`src/hdl/wrs_cell.sv`:
```
// ----------------------------------------------------------------------------
// wrs_cell: one byte cell of a buffer chain
// Holds one character; loads a new one or takes its neighbor's on a shift.
// ----------------------------------------------------------------------------
`timescale 1ns / 1ps
`default_nettype none

module wrs_cell (
  input  wire logic       clk,
  input  wire logic       load,
  input  wire logic [7:0] load_data,
  input  wire logic       shift,
  input  wire logic [7:0] shift_in,
  output logic [7:0]      q
);

  logic [7:0] q_r;
  logic [7:0] q_nxt;

  always_comb begin
    q_nxt = q_r;
    if (load) begin
      q_nxt = load_data;
    end else if (shift) begin
      q_nxt = shift_in;
    end
  end

  always_ff @(posedge clk) begin
    q_r <= q_nxt;
  end

  assign q = q_r;

endmodule

`default_nettype wire

```
`src/hdl/wrs_chain.sv`:
```
// ----------------------------------------------------------------------------
// wrs_chain: circular row of byte cells
// Bytes are written by position; a rotate moves every byte one cell toward
// the head, so N rotates walk the whole string past the head and realign it.
// ----------------------------------------------------------------------------
`timescale 1ns / 1ps
`default_nettype none

module wrs_chain #(
  parameter int N = 32
) (
  input  wire logic                 clk,
  input  wire logic                 wr_en,
  input  wire logic [$clog2(N)-1:0] wr_idx,
  input  wire logic [7:0]           wr_data,
  input  wire logic                 rot,
  output logic [7:0]                head
);

  logic [7:0] q [N];

  for (genvar i = 0; i < N; i++) begin : g_cell
    wrs_cell u_cell (
      .clk       (clk),
      .load      (wr_en && (wr_idx == ($clog2(N))'(i))),
      .load_data (wr_data),
      .shift     (rot),
      .shift_in  (q[(i + 1) % N]),
      .q         (q[i])
    );
  end

  assign head = q[0];

endmodule

`default_nettype wire

```
`config.mk`:
```
export PLATFORM = sky130hd
export DESIGN_NAME = wrs_chain
export DESIGN_NICKNAME = d
export VERILOG_FILES = /design/src/hdl/wrs_cell.sv /design/src/hdl/wrs_chain.sv
export SDC_FILE = /design/constraint.sdc
export NUM_CORES = 1
export LEC_CHECK = 0
export BUFFER_PORTS_ARGS = -buffer_cell sky130_fd_sc_hd__buf_2
export CORE_UTILIZATION = 50
export DETAILED_ROUTE_END_ITERATION = 8
export PLACE_DENSITY = 0.69
export SLEW_MARGIN = 5
export SYNTH_ARGS = -nofsm -noshare
export SYNTH_HDL_FRONTEND = slang
export SYNTH_SLANG_ARGS = --single-unit
```
`constraint.sdc`:
```
create_clock -name clk -period 3.7 [get_ports clk]
set_clock_uncertainty 0.15 [all_clocks]
set_input_delay 0.37 -clock clk [delete_from_list [all_inputs] [get_ports clk]]
set_output_delay 0.37 -clock clk [all_outputs]
set_load 0.02 [all_outputs]
```
==> results of run 1 <==
==> stage by stage <==
stage / setup slack (ns) / hold WS, ns / cell area, µm²
global placement: 1.25 / 0.376 / 11700
floorplan: 1.70 / 0.358 / 11400
CTS: 1.75 / 0.342 / 12500
global route: 1.64 / 0.372 / 12500
finish: 1.76 / 0.344 / 12500
detailed placement: 1.21 / 0.382 / 11700
==> power by group through the flow <==
stage / registers [mW] / logic, mW / clock network (mW)
floorplan: 3.51 / 0.284 / 0
global route: 3.49 / 0.416 / 2.78
CTS: 3.47 / 0.385 / 2.68
finish: 3.47 / 0.379 / 2.63
detailed placement: 3.53 / 0.381 / 0
global placement: 3.53 / 0.366 / 0
==> cell type report <==
cell class              instances  area (µm²)  share of cell area [%]
clock inverters                13         163                    1.30
multi-input cells             336        3540                    28.2
well taps                     280         350                    2.79
repair buffers                 23         115                   0.918
clock buffers                  30         687                    5.48
flip-flops and latches        256        7690                    61.3
==> cell families (layout without fill, tap and decap cells) <==
kind of cell | Yosys count | count (layout) | synth area share [%]
mux | 256 | 256 | 26.1
buf+inv | 39 | 66 | 1.57
flops | 256 | 256 | 67.4
simple gates | 80 | 80 | 4.95
==> worst paths after layout <==
kind	from	end	slack, ns	cells past startpoint
max	wr_idx[3]	g_cell[3].u_cell.q[5]	1.76	4
min reg2reg	g_cell[22].u_cell.q[6]	g_cell[21].u_cell.q[6]	0.39	1
min	wr_idx[1]	g_cell[13].u_cell.q[6]	0.34	3
max reg2reg	g_cell[0].u_cell.q[1]	g_cell[31].u_cell.q[1]	2.59	1
==> cells in the final DEF (no fill, tap or decap) <==
master	synthesis	final
nor2_1	2	2
nor3b_4	2	2
nand3b_1	1	1
mux2_2	231	231
nand2_1	12	12
and4bb_2	2	2
clkbuf_16	0	27
bufinv_16	0	4
or3_1	3	3
edfxtp_1	256	256
nand4_1	1	1
buf_2	5	23
mux2_4	24	24
clkinv_2	0	7
nor3_4	1	1
or2_2	17	17
nand4b_2	2	2
nor2b_1	5	5
and3_1	1	1
and4bb_1	1	1
nand4b_4	1	1
nor2_2	10	10
clkinv_1	0	2
clkbuf_1	27	3
mux2_1	1	1
nand2b_1	18	18
nor4b_2	1	1
==> cell usage after synthesis, types with 2 or more instances <==
library cell    n  area [µm²]
mux2_2        231        2600
nor2_1          2        7.51
buf_4           7        52.6
nor3b_4         2        37.5
clkbuf_1       27         101
or3_1           3        18.8
nand2b_1       18         113
nand4b_2        2        30.0
edfxtp_1      256        7690
nand2_1        12        45.0
or2_2          17         106
nor2_2         10        62.6
buf_2           5        25.0
and4bb_2        2        25.0
nor2b_1         5        31.3
mux2_4         24         360
==> metal layers <==
layer / routed length, µm / GRT usage [%]
met3: 841 / 2.75
met1: 9440 / 26.0
met4: 297 / 4.28
met5: 0 / 0
met2: 9430 / 28.2
==> flow_summary.json, run 1 <==
{
  "grt_max_degree": 33,
  "finalSetupViolCount": 0,
  "syn_avg_cell_area_um2": 18.1,
  "area_delta_synth_final_pct": 9.96,
  "cts_made_buffers": 26,
  "grt_antenna_before_repair": 0,
  "nFillCells": 1677,
  "critPathArrivalTime_ns": 2.06,
  "vias": 5360,
  "finalNonFillerCells": 938,
  "path_class": "input pin to flip-flop",
  "grt_overflow_total": 0,
  "fin_nets": 659,
  "pwr-share-comb_pct": 5.8,
  "status": "completed",
  "p_sw_mw": 1.30,
  "post_cts.repair.setup_buffers": 0,
  "worst_pin_slew_ns": 0.751,
  "finalCritPeriodShare_pct": 52.4,
  "synth_nets": 647,
  "first_pass_iters": 4,
  "cp_slowest_cell": "nor2b_1",
  "hp-class": "input pin to flip-flop",
  "crit_fanout": 13,
  "slew_headroom_pct": 49.8,
  "clkTransAtPathRegs_ns": 0.06,
  "synth-async-reset-ratio_pct": 0,
  "htreeDepth": 1,
  "clkSinkCount": 256,
  "slowest_delay_ns": 0.62,
  "cp_cell_sequence": "buf_2 > nor4b_2 > nor2b_1 > mux2_2",
  "critPathLaunchType": "input pin",
  "clock_power_share_pct": 40.6,
  "start_util_pct": 51.6,
  "cp.required_ns": 3.82,
  "ys.flop_type": "edfxtp_1",
  "end_kind": "flip-flop",
  "hold_viol_final": 0,
  "drt_iter0_drc": 366,
  "die_h_um": 153,
  "total_power_mw": 6.48,
  "grt_pass1_vias": 5701,
  "dieArea_um2": 23400,
  "seqPwrFrac_pct": 53.6,
  "drt_wl_total_mm": 20.0,
  "grt_pass1_wl_mm": 32.8,
  "max-cap-violations": 0,
  "synth_area_um2": 11400,
  "dp.cells": 895,
  "drive_above_1_share_pct": 53.5,
  "post_cts_resized": 0,
  "rsz0062_at_grt": "no",
  "p_leak_nw": 4.38,
  "clock_path_buffers": 3,
  "crit_buf_inv": 1,
  "synth_cell_types": 24,
  "routabilityCongestion": 0.716,
  "fmax_mhz": 516,
  "timing.setup.tns_ns": 0,
  "final_antenna_net_count": 0,
  "netlist_instances": 631,
  "switching_share_pct": 20.0,
  "maxSlewViolCount": 0,
  "ios": 24,
  "cts_root_buf": "clkbuf_16",
  "fin_util_pct": 56.8,
  "ys_seq_area_share_pct": 67.4,
  "core_um2": 22100,
  "dieWidth_um": 153,
  "post-dp-hpwl_mm": 12.5,
  "wl_per_cell_um": 21.3,
  "ir_drop_mv": 0.375,
  "grt_usage_pct": 17.9,
  "fp-row-count": 54,
  "clk_latency_ns": 0.52,
  "synth_edf_count": 256,
  "crit_family": "simple AND/OR/NAND/NOR gates",
  "largest_register_ffs": 256,
  "cts_tree": "yes",
  "vias_per_cell": 5.71,
  "yosysWarnings": 0,
  "p_int_mw": 5.19,
  "fin_crit_ns": 1.94,
  "portBuffers": 23,
  "hold_buffers": 0,
  "p_per_area_nw_per_um2": 517,
  "antennaDiodeCount": 0,
  "drc_errors": 0,
  "synth-seq-cells": 256
}
Power figures use the tool's default switching activity.
==> run 2: changes to the inputs <==
--- a/config.mk
+++ b/config.mk
@@ -8,7 +8,7 @@
 export BUFFER_PORTS_ARGS = -buffer_cell sky130_fd_sc_hd__buf_2
 export CORE_UTILIZATION = 50
 export DETAILED_ROUTE_END_ITERATION = 8
-export PLACE_DENSITY = 0.69
+export PLACE_DENSITY = 0.71
 export SLEW_MARGIN = 5
 export SYNTH_ARGS = -nofsm -noshare
 export SYNTH_HDL_FRONTEND = slang
==> constraint.sdc (replaced) <==
create_clock -name clk -period 1.69 [get_ports clk]
set_clock_uncertainty 0.15 [all_clocks]
set_input_delay 0.169 -clock clk [delete_from_list [all_inputs] [get_ports clk]]
set_output_delay 0.169 -clock clk [all_outputs]
set_load 0.02 [all_outputs]
==> flow_summary.json, run 2 (synthesis gave the netlist of run 1 again) <==
{
  "status": "completed",
  "cp_slowest_cell": "edfxtp_1",
  "crit_fanout": 2,
  "post-dp-hpwl_mm": 12.9,
  "finalSetupViolCount": 0,
  "htreeDepth": 1,
  "cp_cell_sequence": "buf_2",
  "grt_overflow_total": 0,
  "path_class": "flip-flop to output port",
  "clock_path_buffers": 3,
  "final_common_cell": "edfxtp_1",
  "finalNonFillerCells": 1009,
  "hold_viol_final": 0,
  "critPathLaunchType": "flip-flop",
  "placed_cell_area_um2": 12400,
  "clkSinkCount": 256,
  "met3_usage_pct": 2.95,
  "max-cap-violations": 0,
  "grtUsageMet1_pct": 26.3,
  "crit_buf_inv": 1,
  "ios": 24,
  "slowest_delay_ns": 0.43,
  "vias": 5738,
  "maxSlewViolCount": 0,
  "first_pass_iters": 4,
  "total_power_mw": 14.5,
  "drt_wl_total_mm": 21.2,
  "dp.cells": 960,
  "portBuffers": 23,
  "grt_max_degree": 33,
  "fin_nets": 724,
  "grt_pass1_wl_mm": 33.8,
  "ir_drop_mv": 0.680,
  "area_delta_synth_final_pct": 16.5,
  "die_h_um": 153,
  "dieWidth_um": 153,
  "vias_per_cell": 5.69,
  "cts_tree": "yes",
  "finalCritPeriodShare_pct": 85.8,
  "slew_headroom_pct": 46.2,
  "p_leak_nw": 4.78,
  "core_um2": 22100,
  "drive_above_1_share_pct": 57.6,
  "fin_crit_ns": 1.45,
  "dieArea_um2": 23400,
  "wl_per_cell_um": 21.1,
  "routabilityCongestion": 0.755,
  "design_area_um2": 13300,
  "final_cell_mix": "256 x edfxtp_1, 231 x mux2_2, 50 x buf_4",
  "grt_usage_pct": 18.6,
  "cp.required_ns": 1.37,
  "critPathArrivalTime_ns": 1.13,
  "clkTransAtPathRegs_ns": 0.06,
  "crit_family": "flip-flops",
  "grt_antenna_before_repair": 1,
  "clk_latency_ns": 0.52,
  "hold_buffers": 0,
  "fmax_mhz": 690,
  "grt_pass1_vias": 6005,
  "drt_iter0_drc": 352,
  "holdWs_ns": 0.175,
  "busiest_layer": "met2",
  "cts_root_buf": "clkbuf_16",
  "p_per_area_nw_per_um2": 1090,
  "final_antenna_net_count": 0,
  "final.setup.worst_slack_ns": 0.240,
  "use_met2_pct": 30.3,
  "hp-class": "input pin to flip-flop",
  "largest_register_ffs": 256,
  "start_util_pct": 51.6,
  "timing.setup.tns_ns": 0,
  "cts_made_buffers": 26,
  "drc_errors": 0,
  "fp-row-count": 54,
  "post_cts.repair.setup_buffers": 0,
  "worst_pin_slew_ns": 0.807,
  "rsz0062_at_grt": "no",
  "post_cts_resized": 0,
  "fin_util_pct": 60.1,
  "end_kind": "output port",
  "post-place-ws_ns": -0.197
}
-- run 2: where the power goes --
part           switching (mW)  internal [mW]  total, mW
clock                    2.30           3.68       5.98
sequential              0.130           7.48       7.61
combinational           0.478          0.471      0.948
-- run 2: final timing paths --
check / from / end / slack [ns] / cells after the start
setup / recovery: g_cell[0].u_cell.q[5] / head[5] / 0.24 / 1
hold / removal: rot / g_cell[0].u_cell.q[7] / 0.17 / 4
setup reg to reg: g_cell[28].u_cell.q[7] / g_cell[27].u_cell.q[7] / 0.57 / 1
hold reg to reg: g_cell[29].u_cell.q[2] / g_cell[28].u_cell.q[2] / 0.40 / 1
-- run 2: final cells by class --
class / count / area [µm²]
diodes: 1 / 2.50
clock buffers: 34 / 702
clock inverters: 14 / 196
fillers: 1584 / 8800
multi-input cells: 336 / 3560
flip-flops and latches: 256 / 7690
well taps: 280 / 350
repair buffers: 88 / 791
-- run 2: metal layers --
layer | vias up | share of wire (%)
li1 | 2602 | -
met1 | 2986 | 46
met2 | 126 | 49
met3 | 24 | 4.2
met4 | 0 | 1.4
met5 | - | 0
==> run 3: changes to the inputs <==
--- a/config.mk
+++ b/config.mk
@@ -7,6 +7,7 @@
 export LEC_CHECK = 0
 export BUFFER_PORTS_ARGS = -buffer_cell sky130_fd_sc_hd__buf_2
 export CORE_UTILIZATION = 50
+export CTS_BUF_LIST = sky130_fd_sc_hd__clkbuf_8
 export DETAILED_ROUTE_END_ITERATION = 8
 export PLACE_DENSITY = 0.71
 export SLEW_MARGIN = 5
==> flow_summary.json, run 3 (synthesis gave the netlist of run 1 again) <==
{
  "status": "completed",
  "total_power_mw": 13.8,
  "vias_per_cell": 5.58,
  "worstHoldStart": "rot",
  "maxSlewViolCount": 0,
  "hold_buffers": 0,
  "fin_crit_ns": 1.46,
  "rsz0062_at_grt": "no",
  "finalSetupViolCount": 0,
  "htreeDepth": 2,
  "crit_family": "flip-flops",
  "cts_tree": "yes",
  "end_kind": "output port",
  "timing.setup.tns_ns": 0,
  "reg2reg_from": "g_cell[28].u_cell.q[7]",
  "portBuffers": 23,
  "grt_pass1_wl_mm": 33.8,
  "core_um2": 22100,
  "p_per_area_nw_per_um2": 1040,
  "wl_per_cell_um": 20.6,
  "post_cts_resized": 0,
  "ios": 24,
  "p_leak_nw": 4.78,
  "clk_latency_ns": 0.54,
  "grt_antenna_before_repair": 0,
  "pwr-share-comb_pct": 6.9,
  "max-cap-violations": 0,
  "drive_above_1_share_pct": 57.7,
  "post_cts.repair.setup_buffers": 0,
  "slew_headroom_pct": 47.0,
  "die_h_um": 153,
  "clock_power_share_pct": 37.9,
  "seqPwrFrac_pct": 55.3,
  "largest_register_ffs": 256,
  "holdWs_ns": 0.156,
  "grt_overflow_total": 0,
  "grt_max_degree": 33,
  "critPathArrivalTime_ns": 1.14,
  "cp_cell_sequence": "buf_2",
  "clock_path_buffers": 3,
  "p_sw_mw": 3.00,
  "switching_share_pct": 21.8,
  "hold_viol_final": 0,
  "cp.required_ns": 1.37,
  "path_depth": 1,
  "whs_path_depth": 4,
  "fin_util_pct": 59.7,
  "crit_buf_inv": 1,
  "path_class": "flip-flop to output port",
  "grt_usage_pct": 18.7,
  "cts_root_buf": "clkbuf_8",
  "slowest_delay_ns": 0.43,
  "fp-row-count": 54,
  "hp-class": "input pin to flip-flop",
  "final_common_cell": "edfxtp_1",
  "area_delta_synth_final_pct": 15.7,
  "worst_pin_slew_ns": 0.796,
  "ir_drop_mv": 0.653,
  "cp_slowest_cell": "edfxtp_1",
  "crit_fanout": 2,
  "drt_wl_total_mm": 21.3,
  "clkSinkCount": 256,
  "final_antenna_net_count": 0,
  "cts_made_buffers": 41,
  "fin_nets": 739,
  "critPathLaunchType": "flip-flop",
  "nFillCells": 1588,
  "grt_pass1_vias": 6128,
  "cp-startpoint": "g_cell[0].u_cell.q[5]",
  "start_util_pct": 51.6,
  "drt_iter0_drc": 393,
  "vias": 5771,
  "finalCritPeriodShare_pct": 86.4,
  "reg2reg_depth": 1,
  "routabilityCongestion": 0.755,
  "post-dp-hpwl_mm": 12.9,
  "dieArea_um2": 23400,
  "p_int_mw": 10.8,
  "first_pass_iters": 4,
  "final_cell_mix": "256 x edfxtp_1, 231 x mux2_2, 50 x buf_4",
  "dieWidth_um": 153,
  "clkTransAtPathRegs_ns": 0.06,
  "drc_errors": 0,
  "fmax_mhz": 685
}
[run 3: area by class of cell]
cell class / instances / area [µm²] / share of cell area (%)
multi-input cells: 336 / 3560 / 27.0
flip-flops and latches: 256 / 7690 / 58.3
diodes: 1 / 2.50 / 0.0190
clock buffers: 43 / 592 / 4.49
clock inverters: 31 / 210 / 1.59
repair buffers: 88 / 791 / 5.99
well taps: 280 / 350 / 2.66
[run 3: power groups by stage]
stage / sequential (mW) / combinational (mW) / clock, mW
after floorplan: 7.69 / 0.633 / 0
after global placement: 7.73 / 0.907 / 0
after detailed placement: 7.74 / 0.943 / 0
after CTS: 7.62 / 0.955 / 5.34
after global routing: 7.65 / 1.02 / 5.59
final: 7.61 / 0.946 / 5.22
[run 3: path summary, 6_finish.rpt]
| path | to | slack, ns |
|---|---|---|
| worst max-delay path | head[5] | 0.23 |
| worst min-delay path | g_cell[9].u_cell.q[7] | 0.16 |
| worst max register to register | g_cell[27].u_cell.q[7] | 0.56 |
| worst min register to register | g_cell[28].u_cell.q[2] | 0.39 |
[run 3: metal layers]
metal | wire length [µm] | vias up | global-route usage, %
li1 | - | 2634 | -
met4 | 403 | 0 | 5.72
met5 | 0 | - | 0
met3 | 1370 | 38 | 3.69
met1 | 9430 | 2933 | 25.9
met2 | 10100 | 166 | 30.1
[run 3: metrics by stage]
step	instance area, µm²	cells	setup slack (ns)
after floorplan	11500	631	-0.00406
after global placement	12400	960	-0.214
after detailed placement	12400	960	-0.197
after CTS	13200	1034	0.201
after global routing	13200	1034	0.182
final	13200	1035	0.230
